### src/rtl/eas_pkg.sv
// Package: shared widths, constants and register indexes of the envelope slicer.
package eas_pkg;

  localparam int unsigned SAMPLE_BITS_DEF = 12;
  localparam int unsigned FRAC_BITS_DEF   = 8;

  localparam int unsigned TICK_BITS   = 32;
  localparam int unsigned COUNT_BITS  = 32;
  localparam int unsigned OFFSET_BITS = 16;
  localparam int unsigned DECAY_BITS  = 16;
  localparam int unsigned NOISE_BITS  = 18;
  localparam int unsigned HYST_BITS   = 10;
  localparam int unsigned CFG_DATA_W  = 18;
  localparam int unsigned CFG_ADDR_W  = 3;

  // 0.10 in Q0.10, 0.02 as 82/4096
  localparam int unsigned TENTH_Q10   = 102;
  localparam int unsigned ADAPT_NUM   = 82;
  localparam int unsigned ADAPT_SHIFT = 12;
  localparam int unsigned HYST_SHIFT  = 10;

  typedef enum logic [CFG_ADDR_W-1:0] {
    CFG_PEAK_DECAY   = 3'd0,
    CFG_VALLEY_RISE  = 3'd1,
    CFG_NOISE_WINDOW = 3'd2,
    CFG_ADAPT_EN     = 3'd3,
    CFG_HYST_MARGIN  = 3'd4
  } cfg_idx_e;

endpackage

### src/rtl/envelope_adaptive_slicer_top.sv
// Top level: envelope-tracking hysteresis slicer with a four-register pipeline.
//
// Input words arrive on the s_axis channel: tdata carries the ADC sample and the
// tick at the start of the current sample block, tlast marks the last sample of a
// block. Each input word yields exactly one result word on m_axis: the sliced level,
// an edge flag with its tick, the running edge count, the DC level and amplitude.
// Configuration registers are written through cfg_we_i/cfg_addr_i/cfg_wdata_i; the
// user must write them only while the block is idle, which the block does not enforce.
// Order: the input register loads the accepted word, and the envelope stage, the
// product stage and the result register follow it in turn.
// Throughput: one word per cycle while the receiver accepts; the envelope update is a
// loop closed within stage 1 and the level decision is a loop closed in the last stage.
// Reset sets both envelopes to mid-scale, the level and the edge count to zero and
// clears config, offset and pipeline valids. When the receiver stalls, stages fill up
// behind the result register; s_axis_tready drops only once every stage holds a word.
module envelope_adaptive_slicer_top #(
  parameter int unsigned SAMPLE_BITS = eas_pkg::SAMPLE_BITS_DEF,
  parameter int unsigned FRAC_BITS   = eas_pkg::FRAC_BITS_DEF,
  localparam int unsigned ENV_BITS   = SAMPLE_BITS + 1 + FRAC_BITS,
  localparam int unsigned IN_RAW_W   = SAMPLE_BITS + eas_pkg::TICK_BITS,
  localparam int unsigned IN_W       = ((IN_RAW_W + 7) / 8) * 8,
  localparam int unsigned OUT_RAW_W  = 2 + eas_pkg::TICK_BITS + eas_pkg::COUNT_BITS
                                       + 2 * ENV_BITS,
  localparam int unsigned OUT_W      = ((OUT_RAW_W + 7) / 8) * 8
) (
  input  logic                            clk_i,
  input  logic                            rst_ni,
  input  logic                            s_axis_tvalid,
  output logic                            s_axis_tready,
  input  logic [IN_W-1:0]                 s_axis_tdata,  // sample, block_tick
  input  logic                            s_axis_tlast,  // last_of_block
  output logic                            m_axis_tvalid,
  input  logic                            m_axis_tready,
  // bit_state, edge_res, edge_tick, edge_total, dc_level, amplitude
  output logic [OUT_W-1:0]                m_axis_tdata,
  input  logic                            cfg_we_i,
  input  logic [eas_pkg::CFG_ADDR_W-1:0]  cfg_addr_i,
  input  logic [eas_pkg::CFG_DATA_W-1:0]  cfg_wdata_i
);

  localparam int unsigned SMP_W    = SAMPLE_BITS + FRAC_BITS;
  localparam int unsigned SUM_W    = (ENV_BITS > eas_pkg::DECAY_BITS ? ENV_BITS
                                                                     : eas_pkg::DECAY_BITS) + 1;
  localparam int unsigned HI_P_W   = ENV_BITS + eas_pkg::HYST_BITS;
  localparam int unsigned LO_P_W   = ENV_BITS + eas_pkg::HYST_BITS + 1;
  localparam int unsigned AD_P_W   = ENV_BITS + 7;
  localparam int unsigned AD_W     = AD_P_W - eas_pkg::ADAPT_SHIFT;
  localparam int unsigned HI_W     = HI_P_W - eas_pkg::HYST_SHIFT;
  localparam int unsigned LO_W     = LO_P_W - eas_pkg::HYST_SHIFT;
  localparam int unsigned NZ_W     = (AD_W > eas_pkg::NOISE_BITS ? AD_W
                                                                 : eas_pkg::NOISE_BITS) + 1;
  localparam int unsigned TH_W     = (ENV_BITS > NZ_W ? ENV_BITS : NZ_W) + 3;
  localparam logic [ENV_BITS-1:0] ENV_MAX   = {ENV_BITS{1'b1}};
  localparam logic [ENV_BITS-1:0] ENV_RESET = ENV_BITS'(1) << (SAMPLE_BITS - 1 + FRAC_BITS);
  localparam logic [SUM_W-1:0]    ONE_LSB   = SUM_W'(1) << FRAC_BITS;

  // configuration
  logic [eas_pkg::DECAY_BITS-1:0] peak_decay_q, valley_rise_q;
  logic [eas_pkg::NOISE_BITS-1:0] noise_window_q;
  logic                           adapt_en_q;
  logic [eas_pkg::HYST_BITS-1:0]  hyst_q;

  always_ff @(posedge clk_i or negedge rst_ni) begin
    if (!rst_ni) begin
      peak_decay_q   <= '0;
      valley_rise_q  <= '0;
      noise_window_q <= '0;
      adapt_en_q     <= 1'b0;
      hyst_q         <= '0;
    end else if (cfg_we_i) begin
      unique case (eas_pkg::cfg_idx_e'(cfg_addr_i))
        eas_pkg::CFG_PEAK_DECAY:   peak_decay_q   <= cfg_wdata_i[eas_pkg::DECAY_BITS-1:0];
        eas_pkg::CFG_VALLEY_RISE:  valley_rise_q  <= cfg_wdata_i[eas_pkg::DECAY_BITS-1:0];
        eas_pkg::CFG_NOISE_WINDOW: noise_window_q <= cfg_wdata_i[eas_pkg::NOISE_BITS-1:0];
        eas_pkg::CFG_ADAPT_EN:     adapt_en_q     <= cfg_wdata_i[0];
        eas_pkg::CFG_HYST_MARGIN:  hyst_q         <= cfg_wdata_i[eas_pkg::HYST_BITS-1:0];
        default: ;
      endcase
    end
  end

  // pipeline handshake
  logic v0_q, v1_q, v2_q, v3_q;
  logic rdy0, rdy1, rdy2, rdy3;

  assign rdy3          = !v3_q || m_axis_tready;
  assign rdy2          = !v2_q || rdy3;
  assign rdy1          = !v1_q || rdy2;
  assign rdy0          = !v0_q || rdy1;
  assign s_axis_tready = rdy0;
  assign m_axis_tvalid = v3_q;

  always_ff @(posedge clk_i or negedge rst_ni) begin
    if (!rst_ni) begin
      v0_q <= 1'b0;
      v1_q <= 1'b0;
      v2_q <= 1'b0;
      v3_q <= 1'b0;
    end else begin
      if (rdy0) v0_q <= s_axis_tvalid;
      if (rdy1) v1_q <= v0_q;
      if (rdy2) v2_q <= v1_q;
      if (rdy3) v3_q <= v2_q;
    end
  end

  // stage 0: input register
  logic [SAMPLE_BITS-1:0]         smp0_q;
  logic [eas_pkg::TICK_BITS-1:0]  tick0_q;
  logic                           last0_q;

  always_ff @(posedge clk_i) begin
    if (rdy0 && s_axis_tvalid) begin
      smp0_q  <= s_axis_tdata[SAMPLE_BITS-1:0];
      tick0_q <= s_axis_tdata[SAMPLE_BITS +: eas_pkg::TICK_BITS];
      last0_q <= s_axis_tlast;
    end
  end

  // stage 1: envelope update
  logic [ENV_BITS-1:0]              peak_q, peak_d, valley_q, valley_d;
  logic [eas_pkg::OFFSET_BITS-1:0]  offset_q, offset_d;
  logic [ENV_BITS-1:0]              smp_ext, pk_a, vl_a;
  logic [SUM_W-1:0]                 vl_sum, pk_fix;
  logic [ENV_BITS:0]                dc_sum;
  logic                             adv1;

  assign adv1 = v0_q && rdy1;

  always_comb begin
    smp_ext = ENV_BITS'({smp0_q, {FRAC_BITS{1'b0}}});
    pk_a    = (smp_ext > peak_q)   ? smp_ext : peak_q;
    vl_a    = (smp_ext < valley_q) ? smp_ext : valley_q;
    if (SUM_W'(pk_a) > SUM_W'(peak_decay_q)) begin
      peak_d = ENV_BITS'(SUM_W'(pk_a) - SUM_W'(peak_decay_q));
    end else begin
      peak_d = '0;
    end
    vl_sum   = SUM_W'(vl_a) + SUM_W'(valley_rise_q);
    valley_d = (vl_sum > SUM_W'(ENV_MAX)) ? ENV_MAX : vl_sum[ENV_BITS-1:0];
    pk_fix   = SUM_W'(valley_d) + ONE_LSB;
    if (peak_d < valley_d) begin
      peak_d = (pk_fix > SUM_W'(ENV_MAX)) ? ENV_MAX : pk_fix[ENV_BITS-1:0];
    end
    dc_sum   = {1'b0, peak_d} + {1'b0, valley_d};
    offset_d = last0_q ? '0 : offset_q + 1'b1;
  end

  always_ff @(posedge clk_i or negedge rst_ni) begin
    if (!rst_ni) begin
      peak_q   <= ENV_RESET;
      valley_q <= ENV_RESET;
      offset_q <= '0;
    end else if (adv1) begin
      peak_q   <= peak_d;
      valley_q <= valley_d;
      offset_q <= offset_d;
    end
  end

  logic [SMP_W-1:0]               smp1_q;
  logic [eas_pkg::TICK_BITS-1:0]  etick1_q;
  logic [ENV_BITS-1:0]            peak1_q, amp1_q, dc1_q;

  always_ff @(posedge clk_i) begin
    if (adv1) begin
      smp1_q   <= {smp0_q, {FRAC_BITS{1'b0}}};
      etick1_q <= tick0_q + eas_pkg::TICK_BITS'(offset_q);
      peak1_q  <= peak_d;
      amp1_q   <= peak_d - valley_d;
      dc1_q    <= dc_sum[ENV_BITS:1];
    end
  end

  // stage 2: threshold products
  logic [HI_P_W-1:0] hi_prod;
  logic [LO_P_W-1:0] lo_prod;
  logic [AD_P_W-1:0] ad_prod;

  always_comb begin
    hi_prod = HI_P_W'(amp1_q) * HI_P_W'(hyst_q);
    lo_prod = LO_P_W'(amp1_q) * (LO_P_W'(hyst_q) + LO_P_W'(eas_pkg::TENTH_Q10));
    ad_prod = AD_P_W'(amp1_q) * AD_P_W'(eas_pkg::ADAPT_NUM);
  end

  logic [SMP_W-1:0]               smp2_q;
  logic [eas_pkg::TICK_BITS-1:0]  etick2_q;
  logic [ENV_BITS-1:0]            peak2_q, amp2_q, dc2_q;
  logic [HI_W-1:0]                hi2_q;
  logic [LO_W-1:0]                lo2_q;
  logic [AD_W-1:0]                ad2_q;

  always_ff @(posedge clk_i) begin
    if (v1_q && rdy2) begin
      smp2_q   <= smp1_q;
      etick2_q <= etick1_q;
      peak2_q  <= peak1_q;
      amp2_q   <= amp1_q;
      dc2_q    <= dc1_q;
      hi2_q    <= hi_prod[HI_P_W-1:eas_pkg::HYST_SHIFT];
      lo2_q    <= lo_prod[LO_P_W-1:eas_pkg::HYST_SHIFT];
      ad2_q    <= ad_prod[AD_P_W-1:eas_pkg::ADAPT_SHIFT];
    end
  end

  // stage 3: thresholds, hysteresis, edge bookkeeping
  logic                           adv3;
  logic [NZ_W-1:0]                noise;
  logic signed [TH_W-1:0]         th_high, th_low, smp_s;
  logic                           level_q, level_d, edge_d;
  logic [eas_pkg::COUNT_BITS-1:0] count_q, count_d;

  assign adv3 = v2_q && rdy3;

  always_comb begin
    noise   = NZ_W'(noise_window_q) + (adapt_en_q ? NZ_W'(ad2_q) : '0);
    th_high = signed'(TH_W'(peak2_q)) - signed'(TH_W'(hi2_q)) - signed'(TH_W'(noise));
    th_low  = signed'(TH_W'(peak2_q)) - signed'(TH_W'(lo2_q)) - signed'(TH_W'(noise));
    smp_s   = signed'(TH_W'(smp2_q));
    level_d = level_q;
    if (!level_q && (smp_s > th_high)) begin
      level_d = 1'b1;
    end else if (level_q && (smp_s < th_low)) begin
      level_d = 1'b0;
    end
    edge_d  = level_d != level_q;
    count_d = count_q + eas_pkg::COUNT_BITS'(edge_d);
  end

  always_ff @(posedge clk_i or negedge rst_ni) begin
    if (!rst_ni) begin
      level_q <= 1'b0;
      count_q <= '0;
    end else if (adv3) begin
      level_q <= level_d;
      count_q <= count_d;
    end
  end

  logic                           edge3_q;
  logic [eas_pkg::TICK_BITS-1:0]  etick3_q;
  logic [ENV_BITS-1:0]            amp3_q, dc3_q;

  always_ff @(posedge clk_i) begin
    if (adv3) begin
      edge3_q  <= edge_d;
      etick3_q <= edge_d ? etick2_q : '0;
      amp3_q   <= amp2_q;
      dc3_q    <= dc2_q;
    end
  end

  assign m_axis_tdata = OUT_W'({amp3_q, dc3_q, count_q, etick3_q, edge3_q, level_q});

endmodule
### config.mk
export PLATFORM = sky130hd
export DESIGN_NAME = envelope_adaptive_slicer_top
export DESIGN_NICKNAME = d
export VERILOG_FILES = /design/src/rtl/eas_pkg.sv /design/src/rtl/envelope_adaptive_slicer_top.sv
export SDC_FILE = /design/constraint.sdc
export NUM_CORES = 2
export LEC_CHECK = 0
export ABC_AREA = 1
export BUFFER_PORTS_ARGS = -buffer_cell sky130_fd_sc_hd__buf_2
export CORE_MARGIN = 2
export CORE_UTILIZATION = 35
export DETAILED_ROUTE_END_ITERATION = 12
export SYNTH_ARGS = -nofsm -noshare
export SYNTH_HDL_FRONTEND = slang
export SYNTH_SLANG_ARGS = --single-unit
### constraint.sdc
create_clock -name clk_i -period 19.5 [get_ports clk_i]
set_input_delay 0 -clock clk_i [delete_from_list [all_inputs] [get_ports clk_i]]
set_output_delay 0 -clock clk_i [all_outputs]
set_load 0.005 [all_outputs]
Word-level counts from Yosys, hierarchy flattened --
Index checks and enable logic that the tools add are counted.
Word-level totals: output and inout bits 114, logic and storage cells 95, input bits 75, register bits after elaboration 549
Operators by class: reductions and logical operators 21, multiplexer cells 10, add/sub/neg operators 14, $lt $le $gt $ge 8, multipliers 3, equality and inequality tests 5
Operators with widths (number):
- $mux 21 | 6
- $gt 22x21->1 const B | 2
- $add 32x1->32 | 1
- $add 32x16->32 | 1
- $mul 21x11->32 | 1
- $mux 16 | 2
- $mul 21x10->31 | 1
- $mul 21x6->27 const B | 1
- $lt 21x24->1 | 1
- $sub 23x20->24 | 1
- $gt 21x23->1 | 1
- $sub 21x22->23 | 1
- $sub 22x20->23 | 1
- $add 21x16->22 | 1
- $add 21x21->22 | 1
- $add 21x9->22 const B | 1
- $sub 21x21->22 | 1
- $gt 20x21->1 | 1
- $gt 21x16->1 | 1
- $lt 20x21->1 | 1
- $lt 21x21->1 | 1
- $sub 21x16->21 | 1
- $sub 21x21->21 | 1
- $add 18x16->19 | 1
- other kinds (12) | 30

Depth between registers and ports, before layout --
depth in word-level cells 10, depth in mapped cells 65, gate-level depth less buffers 60

Worst setup path after synthesis --
OpenSTA, ideal clock, no wires.
path kind register to register, start point reg peak_q[19], end point reg dc1_q[18] (data pin), arrival time 7.796 ns, path slack 11.444 ns, stages on the path, launching flop included 62, required time 19.239 ns, period minus slack after synthesis 8.056 ns, library setup time 0.261 ns, buffers on the path 5, cells stage by stage dfstp_2 -> inv_1 -> ha_1 -> nand4_4 -> nor2_4 -> nand4_1 -> nand2_4 -> buf_6 -> clkbuf_1 -> nand2_1 -> ha_1 -> inv_1 -> fa_1 -> nand2_1 -> inv_1 -> nor2_1 -> nor2_1 -> nor2_1 -> [... 26 more ...] -> inv_1 -> a21oi_1 -> o31ai_1 -> nand2_1 -> inv_1 -> nor2_1 -> nor2_1 -> nor2_1 -> o21bai_1 -> a21oi_1 -> o31ai_2 -> a21oi_1 -> o21bai_1 -> nand3_1 -> nand2_1 -> nand3_1 -> nand2_1 -> xor2_1
On the way: cells in the longest elaborated chain, start to end 7, elaborated cells between the ends (all ways) 8, those cells by class 2 x add/sub; 3 x order compare; 3 x mux
Ends and longest elaborated chain:
- from (decl) | line envelope_adaptive_slicer_top.sv:121 | logic [ENV_BITS-1:0] peak_q, peak_d, valley_q, valley_d;
- from (signal assigned) | line envelope_adaptive_slicer_top.sv:155 | peak_q <= peak_d;
- $gt 20x21->1 | line envelope_adaptive_slicer_top.sv:132 | pk_a = (smp_ext > peak_q) ? smp_ext : peak_q;
- $mux 21 * | line envelope_adaptive_slicer_top.sv:132
- $sub 21x16->21 / $gt 21x16->1 (equally long branches) | line envelope_adaptive_slicer_top.sv:135, envelope_adaptive_slicer_top.sv:134
- $mux 21 * | line envelope_adaptive_slicer_top.sv:134 | if (SUM_W'(pk_a) > SUM_W'(peak_decay_q)) begin
- $lt 21x21->1 | line envelope_adaptive_slicer_top.sv:142 | if (peak_d < valley_d) begin
- $mux 21 * | line envelope_adaptive_slicer_top.sv:142
- named net peak_d[2] | line envelope_adaptive_slicer_top.sv:121
- $add 21x21->22 * | line envelope_adaptive_slicer_top.sv:145 | dc_sum = {1'b0, peak_d} + {1'b0, valley_d};
- named net dc_sum[19] | line envelope_adaptive_slicer_top.sv:125 | logic [ENV_BITS:0] dc_sum;
- to (signal assigned) | line envelope_adaptive_slicer_top.sv:171 | dc1_q <= dc_sum[ENV_BITS:1];
- to (decl) | line envelope_adaptive_slicer_top.sv:163 | logic [ENV_BITS-1:0] peak1_q, amp1_q, dc1_q;
The timed path passes the listed nets; every way through them passes the cells marked *. A chain may end at the register's enable or synchronous reset.

Worst setup path in the final report --
start point reg valley_q[19], end point reg dc1_q[18] (data pin)
On the way: cells in the longest elaborated chain, start to end 10, elaborated cells between the ends (all ways) 11, those cells by class 3 x add/sub; 4 x order compare; 4 x mux
Ends and longest elaborated chain:
- from (decl) | line envelope_adaptive_slicer_top.sv:121
- from (signal assigned) | line envelope_adaptive_slicer_top.sv:156 | valley_q <= valley_d;
- $lt 20x21->1 | line envelope_adaptive_slicer_top.sv:133 | vl_a = (smp_ext < valley_q) ? smp_ext : valley_q;
- $mux 21 * | line envelope_adaptive_slicer_top.sv:133
- $add 21x16->22 * | line envelope_adaptive_slicer_top.sv:139 | vl_sum = SUM_W'(vl_a) + SUM_W'(valley_rise_q);
- $gt 22x21->1 | line envelope_adaptive_slicer_top.sv:140 | valley_d = (vl_sum > SUM_W'(ENV_MAX)) ? ENV_MAX : vl_sum[ENV_BITS-1:0];
- $mux 21 * | line envelope_adaptive_slicer_top.sv:140
- $add 21x9->22 | line envelope_adaptive_slicer_top.sv:141 | pk_fix = SUM_W'(valley_d) + ONE_LSB;
- $gt 22x21->1 | line envelope_adaptive_slicer_top.sv:143 | peak_d = (pk_fix > SUM_W'(ENV_MAX)) ? ENV_MAX : pk_fix[ENV_BITS-1:0];
- $mux 21 | line envelope_adaptive_slicer_top.sv:143
- $mux 21 * | line envelope_adaptive_slicer_top.sv:142
- named net peak_d[1] | line envelope_adaptive_slicer_top.sv:121
- $add 21x21->22 * | line envelope_adaptive_slicer_top.sv:145
- named net dc_sum[19] | line envelope_adaptive_slicer_top.sv:125
Marked as above.

==> metrics.md <==
| Metric | Value |
|---|---|
| Unrepaired setup endpoints after global routing | `no` |
| Ports | `189` |
| Yosys reg bits | `549` |
| CTS tree | `built` |
| Max frequency | `96.5 MHz` |
| Via/cell ratio | `4.84` |
| Critical Path Slowest Stage Cell | `o21ai_2` |
| Post-DP HPWL | `91100 µm` |
| Hold Crit Start | `s_axis_tdata[30]` |
| Port Buf Inserts | `180` |
| Worst slew pin tran | `1190 ps` |
| Worst R2R End | `dc1_q[18]` |
| Max-cap violations | `0` |
| DRT Pass-1 Iters | `5` |
| Fillers | `12500` |
| Post-synth EDFFs | `393` |
| Share of layout cells above drive strength 1 | `8.03%` |
| Type of element capturing the critical path | `register` |
| Final Max Tran Viols | `0` |
| Final Setup Violations | `0` |
| Yosys warnings | `0` |
| Initial Util | `35.1%` |
| Worst min path class | `in2reg` |
| Worst-Skew Late Latency | `680 ps` |
| Buffers & Inverters on Critical Path | `5` |
| Number of hold violations in the final report | `0` |
| WP depth | `45` |
| GRT Total Usage | `18.3%` |
| Synthesized area | `44600 µm²` |
| FFs w/ async S/R, synth | `28.4%` |
| CP peak stage delay | `950 ps` |
| Slew Limit Headroom | `20.4%` |
| Largest net degree at the start of global routing | `80` |
| First-pass GRT wire length | `186000 µm` |
| Vias in the first global route | `32800` |
| Root Buffer Master | `clkbuf_16` |
| Die height | `361 µm` |
| Worst R2R Start | `valley_q[19]` |
| Synthesis-to-finish area growth | `13.1%` |
| Period utilization | `53.1%` |
| Critical path origin | `valley_q[19]` |
| Fin Clk Skew | `48.3 ps` |
| Via count | `32900` |
| Residual DRC | `0` |
| Main flop type after synthesis | `edfxtp_1` |
| Die Width | `361 µm` |
| Clk pin slew, worst setup/hold paths | `60 ps` |
| FP Rows | `131` |
| Setup TNS | `0 ps` |
| CP Launch Type | `register` |
| Total core area | `127000 µm²` |
| Final-stage net count | `5953` |
| Cell family with most CP delay | `compound AO/OA/AOI/OAI gates` |
| Distinct cell type count after synthesis | `77` |
| Num CTS Buffers | `61` |
| Critical path fanouts, max | `32` |
| Flop-to-flop setup slack | `9140 ps` |
| Commonest non-fill, non-tap cell in the layout | `inv_1` |
| Number of sinks on the clock net | `549` |
| Register area share after synthesis | `35.2%` |
| WL final | `119000 µm` |
| Global route overflow | `0` |
| Pre-CTS WS | `9210 ps` |
| DR WL/cell | `17.5 µm` |
| Die footprint | `130000 µm²` |
| Required @ worst endpoint | `19910 ps` |
| Routed Antenna Nets | `0` |
| Run status | `finished clean` |
| Final Critical Period | `10360 ps` |
| RePlAce Congestion | `0.932` |
| CP most frequent cell | `nand2_1` |
| Fin worst setup slack | `9140 ps` |
| Critical path type | `reg2reg` |
| Initial DRC count | `2191` |
| Clock Path Buffers | `3` |
| H-tree levels | `2` |
| Initial antenna violation count | `7` |
| WHS Endpoint | `tick0_q[18]` |
| Worst endpoint data arrival time | `10780 ps` |
| Average size of a mapped cell | `9.25 µm²` |
| Hold path depth | `2` |
| Synth Instances | `4826` |
| Worst Reg2Reg Path Length in Cells | `45` |
| Highest-count cells in the layout ignoring fill and taps | `inv_1, nand2_1, ha_1, edfxtp_1, fa_1` |
[flip-flops by register name, summed over array words and instances, names as in the netlist, 22 cells and up]
signal / flops
etick2_q: 32
count_q: 32
etick3_q: 32
etick1_q: 32
lo2_q: 22
tick0_q: 32
[final cells by class]
cell class	count	area, µm²	area share, %
well taps	1662	2080	4.12
flip-flops and latches	549	15700	31.1
multi-input cells	3212	24900	49.4
clock inverters	34	325	0.645
diodes	2	5.00	0.00992
repair buffers	315	2160	4.28
inverters	940	3540	7.01
clock buffers	82	1740	3.44
[through the flow]
stage                     hold slack [ps]  util, %  instances  instance area, µm²
after floorplan                      -296        -       4829               44600
after global placement              -6.87     37.4       6589               47500
after detailed placement            -4.30     37.4       6589               47500
after CTS                            2.33     39.7       6794               50500
after global routing                 17.5     39.7       6796               50500
final                                45.0     39.7       6796               50500
[Yosys cell counts, drive strengths merged (11+ instances only)]
| cell | number | area (µm²) |
|---|---|---|
| ha | 456 | 5710 |
| o31ai | 11 | 87.6 |
| buf | 27 | 149 |
| a21oi | 295 | 1500 |
| fa | 343 | 6870 |
| edfxtp | 393 | 11800 |
| nor2 | 295 | 1120 |
| nand2 | 927 | 3550 |
| o21bai | 22 | 169 |
| nand3 | 121 | 643 |
| o211ai | 15 | 113 |
| xor2 | 174 | 1530 |
| clkbuf | 101 | 380 |
| nor4 | 19 | 125 |
| a31oi | 16 | 100 |
| nand4 | 33 | 221 |
| nor3 | 37 | 206 |
| xnor2 | 103 | 910 |
| dfrtp | 154 | 3850 |
| o21ai | 250 | 1300 |
| a21o | 17 | 128 |
| inv | 934 | 3510 |
[worst register-to-register path: cells and delay by family (launching register included)]
family	cells	cell delay [ps]
AND/OR/NAND/NOR	21	2530
adder cells (fa/ha/maj)	4	1460
buffers and inverters	5	480
XOR/XNOR	2	600
AO/OA/AOI/OAI	13	4520
flip-flops	1	530
[how the worst max path moves through the flow]
stage                      endpoint
after CTS                 dc1_q[18]
after floorplan           dc1_q[18]
after global routing      dc1_q[18]
final                     dc1_q[18]
after detailed placement  dc1_q[18]
after global placement    dc1_q[18]
[cell families (layout without fill, tap and decap cells)]
group,count (synthesis),count (layout),share of synthesized area (%)
and+or+nand+nor,1461,1461,13.6
buffers and inverters,1068,1371,9.09
adders and majority gates,799,799,28.2
AOI/OAI and AO/OA,670,670,8.46
DFF,549,549,35.2
xor gates and xnor gates,277,277,5.47
other,1,6,0.00840
muxes,1,1,0.0252
[metal layers]
| metal | up-vias | global-route usage [%] | routed length [µm] |
|---|---|---|---|
| met5 | - | 0 | 0 |
| met4 | 0 | 5.82 | 3790 |
| met3 | 176 | 2.25 | 6060 |
| met2 | 748 | 30.7 | 55900 |
| met1 | 16000 | 24.7 | 52800 |
| li1 | 15900 | - | - |
[repair_timing]
item | CTS | global route
hold buffers | 89 | 0
resized for setup | 0 | 0
setup buffers | 0 | 0
endpoints found under the hold margin | 206 | 0
endpoints found under the setup margin | 0 | 0
Power is left out: the tool's default activity adds up to more than one toggle a clock period on the data nets, which glitch-free logic cannot reach.
